==> src/rtl/tcrs_pkg.sv <==
// Shared constants and types for the three channel rank select.
`timescale 1ns / 1ps

package tcrs_pkg;

	localparam int SAMPLES_DEF    = 8;
	localparam int VALUE_BITS_DEF = 10;

	localparam int              RANK_W     = 3;
	localparam logic [RANK_W-1:0] RANK_RESET = 3'd4;

	// Commands from the sequencer to each channel lane.
	typedef struct packed {
		logic load;   // start inserting a new word into the sorted store
		logic step;   // one compare and shift step of the insertion
		logic fetch;  // read the store at the selected rank
	} tcrs_ctl_t;

endpackage

==> src/rtl/tcrs_lane.sv <==
// One channel: sorted store with an insertion step unit and a rank read.
`timescale 1ns / 1ps

module tcrs_lane #(
	parameter int SAMPLES    = tcrs_pkg::SAMPLES_DEF,
	parameter int VALUE_BITS = tcrs_pkg::VALUE_BITS_DEF,
	localparam int IDX_W     = $clog2(SAMPLES)
) (
	input  logic                  clk,
	input  logic                  arst_n,
	input  tcrs_pkg::tcrs_ctl_t   ctl,
	input  logic [IDX_W-1:0]      slot,
	input  logic [IDX_W-1:0]      rank,
	input  logic [VALUE_BITS-1:0] new_value,
	output logic                  done,
	output logic [VALUE_BITS-1:0] rd_data
);
	import tcrs_pkg::*;

	logic [VALUE_BITS-1:0] mem [SAMPLES];
	logic [VALUE_BITS-1:0] val_q;
	logic [VALUE_BITS-1:0] rd_q;
	logic [IDX_W-1:0]      pos_q;
	logic [IDX_W-1:0]      raddr;
	logic                  done_q;
	logic                  rd_en;
	logic                  move;

	// The entries below the insertion point are already sorted, so the new
	// word walks down from its slot, pushing larger entries up by one place.
	// The read one step ahead keeps one compare per cycle.
	always_comb begin
		rd_en = ctl.load | ctl.step | ctl.fetch;
		priority if (ctl.load) begin
			raddr = (slot == '0) ? '0 : slot - IDX_W'(1);
		end else if (ctl.step) begin
			raddr = (pos_q < IDX_W'(2)) ? '0 : pos_q - IDX_W'(2);
		end else begin
			raddr = rank;
		end
		move = ctl.step && !done_q && (pos_q != '0) && (rd_q > val_q);
	end

	always_ff @(posedge clk) begin
		if (rd_en) begin
			rd_q <= mem[raddr];
		end
	end

	always_ff @(posedge clk) begin
		if (ctl.step && !done_q) begin
			mem[pos_q] <= move ? rd_q : val_q;
		end
	end

	always_ff @(posedge clk) begin
		if (ctl.load) begin
			val_q <= new_value;
		end
	end

	always_ff @(posedge clk or negedge arst_n) begin
		if (!arst_n) begin
			done_q <= 1'b1;
			pos_q  <= '0;
		end else if (ctl.load) begin
			done_q <= 1'b0;
			pos_q  <= slot;
		end else if (ctl.step && !done_q) begin
			if (move) begin
				pos_q <= pos_q - IDX_W'(1);
			end else begin
				done_q <= 1'b1;
			end
		end
	end

	assign done    = done_q;
	assign rd_data = rd_q;

endmodule

==> src/rtl/three_channel_rank_select.sv <==
// Top level of the three channel rank select.
`timescale 1ns / 1ps

// Collects bursts of SAMPLES readings of three sensor channels and, on the
// last reading of each burst, gives one word holding the value at rank
// pick_rank (0 is the smallest, values above SAMPLES-1 act as SAMPLES-1) of
// each channel; other readings give no output word. Each channel keeps its
// store sorted by insertion, one compare and move per cycle in its own
// lane, and the three lanes run in lockstep. How long a reading in slot k
// of the burst takes is set by how far the slowest lane must walk the new
// value down its store; the last reading of a burst adds the rank read, the
// output load and any wait for the previous output word to be taken.
// in_ready is low from each accept until the block is idle again.
// pick_rank may be written at any time the block is idle.
module three_channel_rank_select #(
	parameter int SAMPLES    = tcrs_pkg::SAMPLES_DEF,
	parameter int VALUE_BITS = tcrs_pkg::VALUE_BITS_DEF
) (
	input  logic                        clk,
	input  logic                        arst_n,
	input  logic                        cfg_valid,
	output logic                        cfg_ready,
	input  logic [tcrs_pkg::RANK_W-1:0] pick_rank,
	input  logic                        in_valid,
	output logic                        in_ready,
	input  logic [VALUE_BITS-1:0]       left_value,
	input  logic [VALUE_BITS-1:0]       center_value,
	input  logic [VALUE_BITS-1:0]       right_value,
	output logic                        out_valid,
	input  logic                        out_ready,
	output logic [VALUE_BITS-1:0]       left_ranked,
	output logic [VALUE_BITS-1:0]       center_ranked,
	output logic [VALUE_BITS-1:0]       right_ranked
);
	import tcrs_pkg::*;

	localparam int IDX_W = $clog2(SAMPLES);
	localparam int CMP_W = (RANK_W > IDX_W) ? RANK_W : IDX_W;
	localparam logic [CMP_W-1:0] MAX_RANK = CMP_W'(SAMPLES - 1);
	localparam logic [IDX_W-1:0] LAST_SLOT = IDX_W'(SAMPLES - 1);

	typedef enum logic [3:0] {
		ST_IDLE  = 4'b0001,
		ST_STEP  = 4'b0010,
		ST_FETCH = 4'b0100,
		ST_CAPT  = 4'b1000
	} state_t;

	state_t                state_q;
	logic [RANK_W-1:0]     rank_q;
	logic [IDX_W-1:0]      count_q;
	logic                  last_q;
	logic                  out_valid_q;
	logic [VALUE_BITS-1:0] left_q;
	logic [VALUE_BITS-1:0] center_q;
	logic [VALUE_BITS-1:0] right_q;

	tcrs_ctl_t             ctl;
	logic                  accept;
	logic                  out_load;
	logic                  all_done;
	logic [CMP_W-1:0]      rank_ext;
	logic [IDX_W-1:0]      rank_sel;
	logic [2:0]            lane_done;
	logic [VALUE_BITS-1:0] left_rd;
	logic [VALUE_BITS-1:0] center_rd;
	logic [VALUE_BITS-1:0] right_rd;

	assign cfg_ready = 1'b1;
	assign in_ready  = (state_q == ST_IDLE);
	assign accept    = in_valid && in_ready;
	assign all_done  = &lane_done;
	assign out_load  = (state_q == ST_CAPT) && (!out_valid_q || out_ready);

	always_comb begin
		rank_ext = CMP_W'(rank_q);
		rank_sel = (rank_ext > MAX_RANK) ? IDX_W'(MAX_RANK) : IDX_W'(rank_ext);
		ctl.load  = accept;
		ctl.step  = (state_q == ST_STEP);
		ctl.fetch = (state_q == ST_FETCH);
	end

	tcrs_lane #(.SAMPLES(SAMPLES), .VALUE_BITS(VALUE_BITS)) u_left (
		.clk, .arst_n, .ctl, .slot(count_q), .rank(rank_sel),
		.new_value(left_value), .done(lane_done[0]), .rd_data(left_rd)
	);

	tcrs_lane #(.SAMPLES(SAMPLES), .VALUE_BITS(VALUE_BITS)) u_center (
		.clk, .arst_n, .ctl, .slot(count_q), .rank(rank_sel),
		.new_value(center_value), .done(lane_done[1]), .rd_data(center_rd)
	);

	tcrs_lane #(.SAMPLES(SAMPLES), .VALUE_BITS(VALUE_BITS)) u_right (
		.clk, .arst_n, .ctl, .slot(count_q), .rank(rank_sel),
		.new_value(right_value), .done(lane_done[2]), .rd_data(right_rd)
	);

	always_ff @(posedge clk or negedge arst_n) begin
		if (!arst_n) begin
			rank_q <= RANK_RESET;
		end else if (cfg_valid && cfg_ready) begin
			rank_q <= pick_rank;
		end
	end

	always_ff @(posedge clk or negedge arst_n) begin
		if (!arst_n) begin
			state_q <= ST_IDLE;
			count_q <= '0;
			last_q  <= 1'b0;
		end else begin
			unique case (state_q)
				ST_IDLE: begin
					if (accept) begin
						last_q  <= (count_q == LAST_SLOT);
						count_q <= (count_q == LAST_SLOT) ? '0 : count_q + IDX_W'(1);
						state_q <= ST_STEP;
					end
				end
				ST_STEP: begin
					if (all_done) begin
						state_q <= last_q ? ST_FETCH : ST_IDLE;
					end
				end
				ST_FETCH: begin
					state_q <= ST_CAPT;
				end
				ST_CAPT: begin
					if (out_load) begin
						state_q <= ST_IDLE;
					end
				end
				default: begin
					state_q <= ST_IDLE;
				end
			endcase
		end
	end

	always_ff @(posedge clk or negedge arst_n) begin
		if (!arst_n) begin
			out_valid_q <= 1'b0;
		end else if (out_load) begin
			out_valid_q <= 1'b1;
		end else if (out_ready) begin
			out_valid_q <= 1'b0;
		end
	end

	always_ff @(posedge clk) begin
		if (out_load) begin
			left_q   <= left_rd;
			center_q <= center_rd;
			right_q  <= right_rd;
		end
	end

	assign out_valid     = out_valid_q;
	assign left_ranked   = left_q;
	assign center_ranked = center_q;
	assign right_ranked  = right_q;

endmodule

==> config.mk <==
export PLATFORM = sky130hd
export DESIGN_NAME = three_channel_rank_select
export DESIGN_NICKNAME = d
export VERILOG_FILES = /design/src/rtl/tcrs_pkg.sv /design/src/rtl/tcrs_lane.sv /design/src/rtl/three_channel_rank_select.sv
export SDC_FILE = /design/constraint.sdc
export NUM_CORES = 1
export LEC_CHECK = 0
export ABC_CLOCK_PERIOD_IN_PS = 7100
export BUFFER_PORTS_ARGS = -buffer_cell sky130_fd_sc_hd__buf_2
export CELL_PAD_IN_SITES_DETAIL_PLACEMENT = 1
export CELL_PAD_IN_SITES_GLOBAL_PLACEMENT = 1
export CORE_UTILIZATION = 55
export CTS_BUF_LIST = sky130_fd_sc_hd__clkbuf_8
export CTS_CLUSTER_DIAMETER = 120
export DETAILED_ROUTE_END_ITERATION = 8
export PLACE_DENSITY_LB_ADDON = 0.1
export SLEW_MARGIN = 15
export SYNTH_ARGS = -nofsm -noshare
export SYNTH_HDL_FRONTEND = slang
export SYNTH_SLANG_ARGS = --single-unit
==> constraint.sdc <==
create_clock -name clk -period 7.1 [get_ports clk]
set_input_delay 1.42 -clock clk [delete_from_list [all_inputs] [get_ports clk]]
set_output_delay 1.42 -clock clk [all_outputs]
set_load 0.01 [all_outputs]
==> qor.csv <==
metric;value;unit
worst min path class;register to register;
die height;167;µm
crit-path cells;nor4b_1, buf_2;
Iter 0 DRT Violations;439;
1st-pass router iterations;4;
Design Area, Final;16900;µm²
Critical Path Source Type;register;
crit path time final;3.60;ns
worst rel slew slack;0.220;
commonest non-fill, non-tap cell in the layout;edfxtp_1;
ANT nets after route;0;
largest net degree at the start of global routing;46;
die area;28000;µm²
Net Count, Synth;1020;
CTS tree;done;
total gr overflow;0;
antenna violations before repair;0;
via density per instance;5.69;
slowest stage delay, CP;0.78;ns
vias in the first global route;8953;
Post-Place Worst Slack;3.15;ns
unrepaired setup endpoints after global routing;no;
Clock Pin Slew Worst Setup and Hold Paths;0.06;ns
Post-Syn Area;15000;µm²
synthesis warning total;0;
drc violations;0;
Nets;1141;
area delta synth->final;12.1;%
Setup Viol. Count Final;0;
Post-Syn Instances;941;
first-pass GRT wire length;50.6;mm
CTS Buf Count;56;
post-synthesis sequential area ratio;0.700;
Clock Skews;0.0193;ns
core area;26900;µm²
detailed placer's ending HPWL;21.5;mm
Lkg Pwr;6.38;nW
die width;167;µm
Slew @ Worst Pin;1.16;ns
wire per inst;22.8;µm
final WL;33.0;mm
Slowest cell on crit path;nor4b_1;
outcome;completed;
final antenna diode count;0;
required time worst endpoint;5.68;ns
RD Place Congestion;0.762;
layout cells sized above 1;0.220;
final slew viol count;0;
final hold slack;0.486;ns
IO buf count;69;
Fmax;278;MHz
crit end category;output port;
Fin. Hold Viols;0;
CP Max Fanout;11;
Starting Density;0.559;
gr usage total;0.241;
VDD IR max;226;µV
max_cap viols;0;
via count;8252;
WP data arrival;2.18;ns
fillcell total;2484;
Root Driver;clkbuf_8;
Post-DP Area;15800;µm²
syn avg cell area;16.0;µm²
Power Dens Cells;396;nW/µm²
# IOs;71;
clock buffer depth;3;
Yosys cell types;62;
Fin Setup TNS;0;ns
#FFs+latches synth;354;
row count;60;
ys flop type;edfxtp_1;
Clk Latency, worst-skew pair;0.59;ns
clock sink count;354;
cts hold-fix bufs;0;
EDFF count, synth;330;
Post-CTS Setup Bufs;0;
CTS H-tree depth;2;
Async SR Flop Fraction;0.0678;
critical path type;register to output port;
Post-CTS Resized;0;
Period Utilization, post-route;0.507;
highest-count cells in the layout ignoring fill and taps;edfxtp_1 (330), mux2i_1 (139), inv_1 (74);
final worst slack;3.50;ns
## cell families (layout without fill, tap and decap cells)
logic type,after synthesis,after routing,share of synthesized area
AOI/OAI and AO/OA,115,115,0.0519
adders and majority gates,41,41,0.0341
buffers and inverters,86,253,0.0306
DFF,354,354,0.700
muxes,183,183,0.128
other,1,1,0.000250
and+or+nand+nor,161,161,0.0555
## path summary, 6_finish.rpt
check                                        from                  end  slack [ns]  cells past startpoint
worst max-delay path                   state_q[3]             in_ready        3.50                      2
worst min-delay path            u_left.rd_data[2]       left_ranked[2]        0.49                      0
worst max register to register         state_q[3]  u_center.rd_data[6]        3.57                      7
worst min register to register  u_left.rd_data[2]       left_ranked[2]        0.49                      0
max in group asynchronous                  arst_n           state_q[1]        5.85                      1
min in group asynchronous                  arst_n          rank_ext[0]        0.84                      1
## power breakdown
part           total [W]  internal (W)  switching [W]
Sequential       0.00298       0.00276       0.000224
Clock            0.00161      0.000829       0.000777
Combinational    0.00209      0.000842        0.00124
Total            0.00668       0.00443        0.00224
## final cells by class
cell class / instances / area, µm² / area share
Tap cell: 341 / 427 / 0.0253
Timing Repair Buffer: 96 / 548 / 0.0325
Clock inverter: 46 / 238 / 0.0141
Sequential cell: 354 / 10500 / 0.624
Inverter: 53 / 199 / 0.0118
Multi-Input combinational cell: 501 / 4130 / 0.245
Clock buffer: 58 / 798 / 0.0474
## state kept, by name, indices dropped and copies added (netlist names), 3 cells and up
register,count
u_right.pos_q,3
count_q,3
u_center.rd_data,10
state_q,4
u_left.val_q,10
u_right.val_q,10
u_center.mem,80
u_left.rd_data,10
rank_ext,3
u_right.mem,80
left_ranked,10
u_left.mem,80
right_ranked,10
u_center.pos_q,3
u_left.pos_q,3
center_ranked,10
u_center.val_q,10
u_right.rd_data,10
## Yosys cell counts (3+ instances only)
library cell,number,area (µm²)
o22ai_1,8,50.1
inv_1,53,199
nand4_1,6,37.5
nand2b_1,11,68.8
nand3b_1,3,22.5
a211oi_1,7,52.6
edfxtp_1,330,9910
nor3_1,10,50.1
o311ai_0,6,52.6
buf_4,6,45.0
nor2_1,24,90.1
o21ai_0,42,210
clkbuf_1,9,33.8
mux2i_1,139,1390
mux2_4,9,135
or3_1,7,43.8
nand2_1,72,270
a21oi_1,20,100
dfstp_2,5,131
buf_6,8,90.1
dfrtp_1,19,475
ha_1,41,513
or2_2,4,25.0
mux2_2,34,383
o211ai_1,4,30.0
nand3_1,6,30.0
a221oi_1,8,70.1
buf_2,5,25.0
## stage by stage
step / cells / power [W] / utilization
after floorplan: 941 / 0.00453 / -
after global placement: 1345 / 0.00503 / 0.588
after detailed placement: 1345 / 0.00513 / 0.588
after CTS: 1449 / 0.00674 / 0.627
after global routing: 1449 / 0.00702 / 0.627
final: 1449 / 0.00668 / 0.627
## critical path: cells and delay by family (launching register included)
family	cells	cell delay (ns)
flip-flops	1	0.56
buffers and inverters	1	0.26
AND/OR/NAND/NOR	1	0.78
## metal layers
| layer | GRT usage | vias up | part of all wire |
|---|---|---|---|
| met4 | 0.0666 | 0 | 0.015 |
| met1 | 0.313 | 4208 | 0.44 |
| met3 | 0.0369 | 39 | 0.034 |
| met5 | 0 | - | 0 |
| li1 | - | 3851 | - |
| met2 | 0.423 | 154 | 0.51 |
Power figures use the tool's default switching activity.
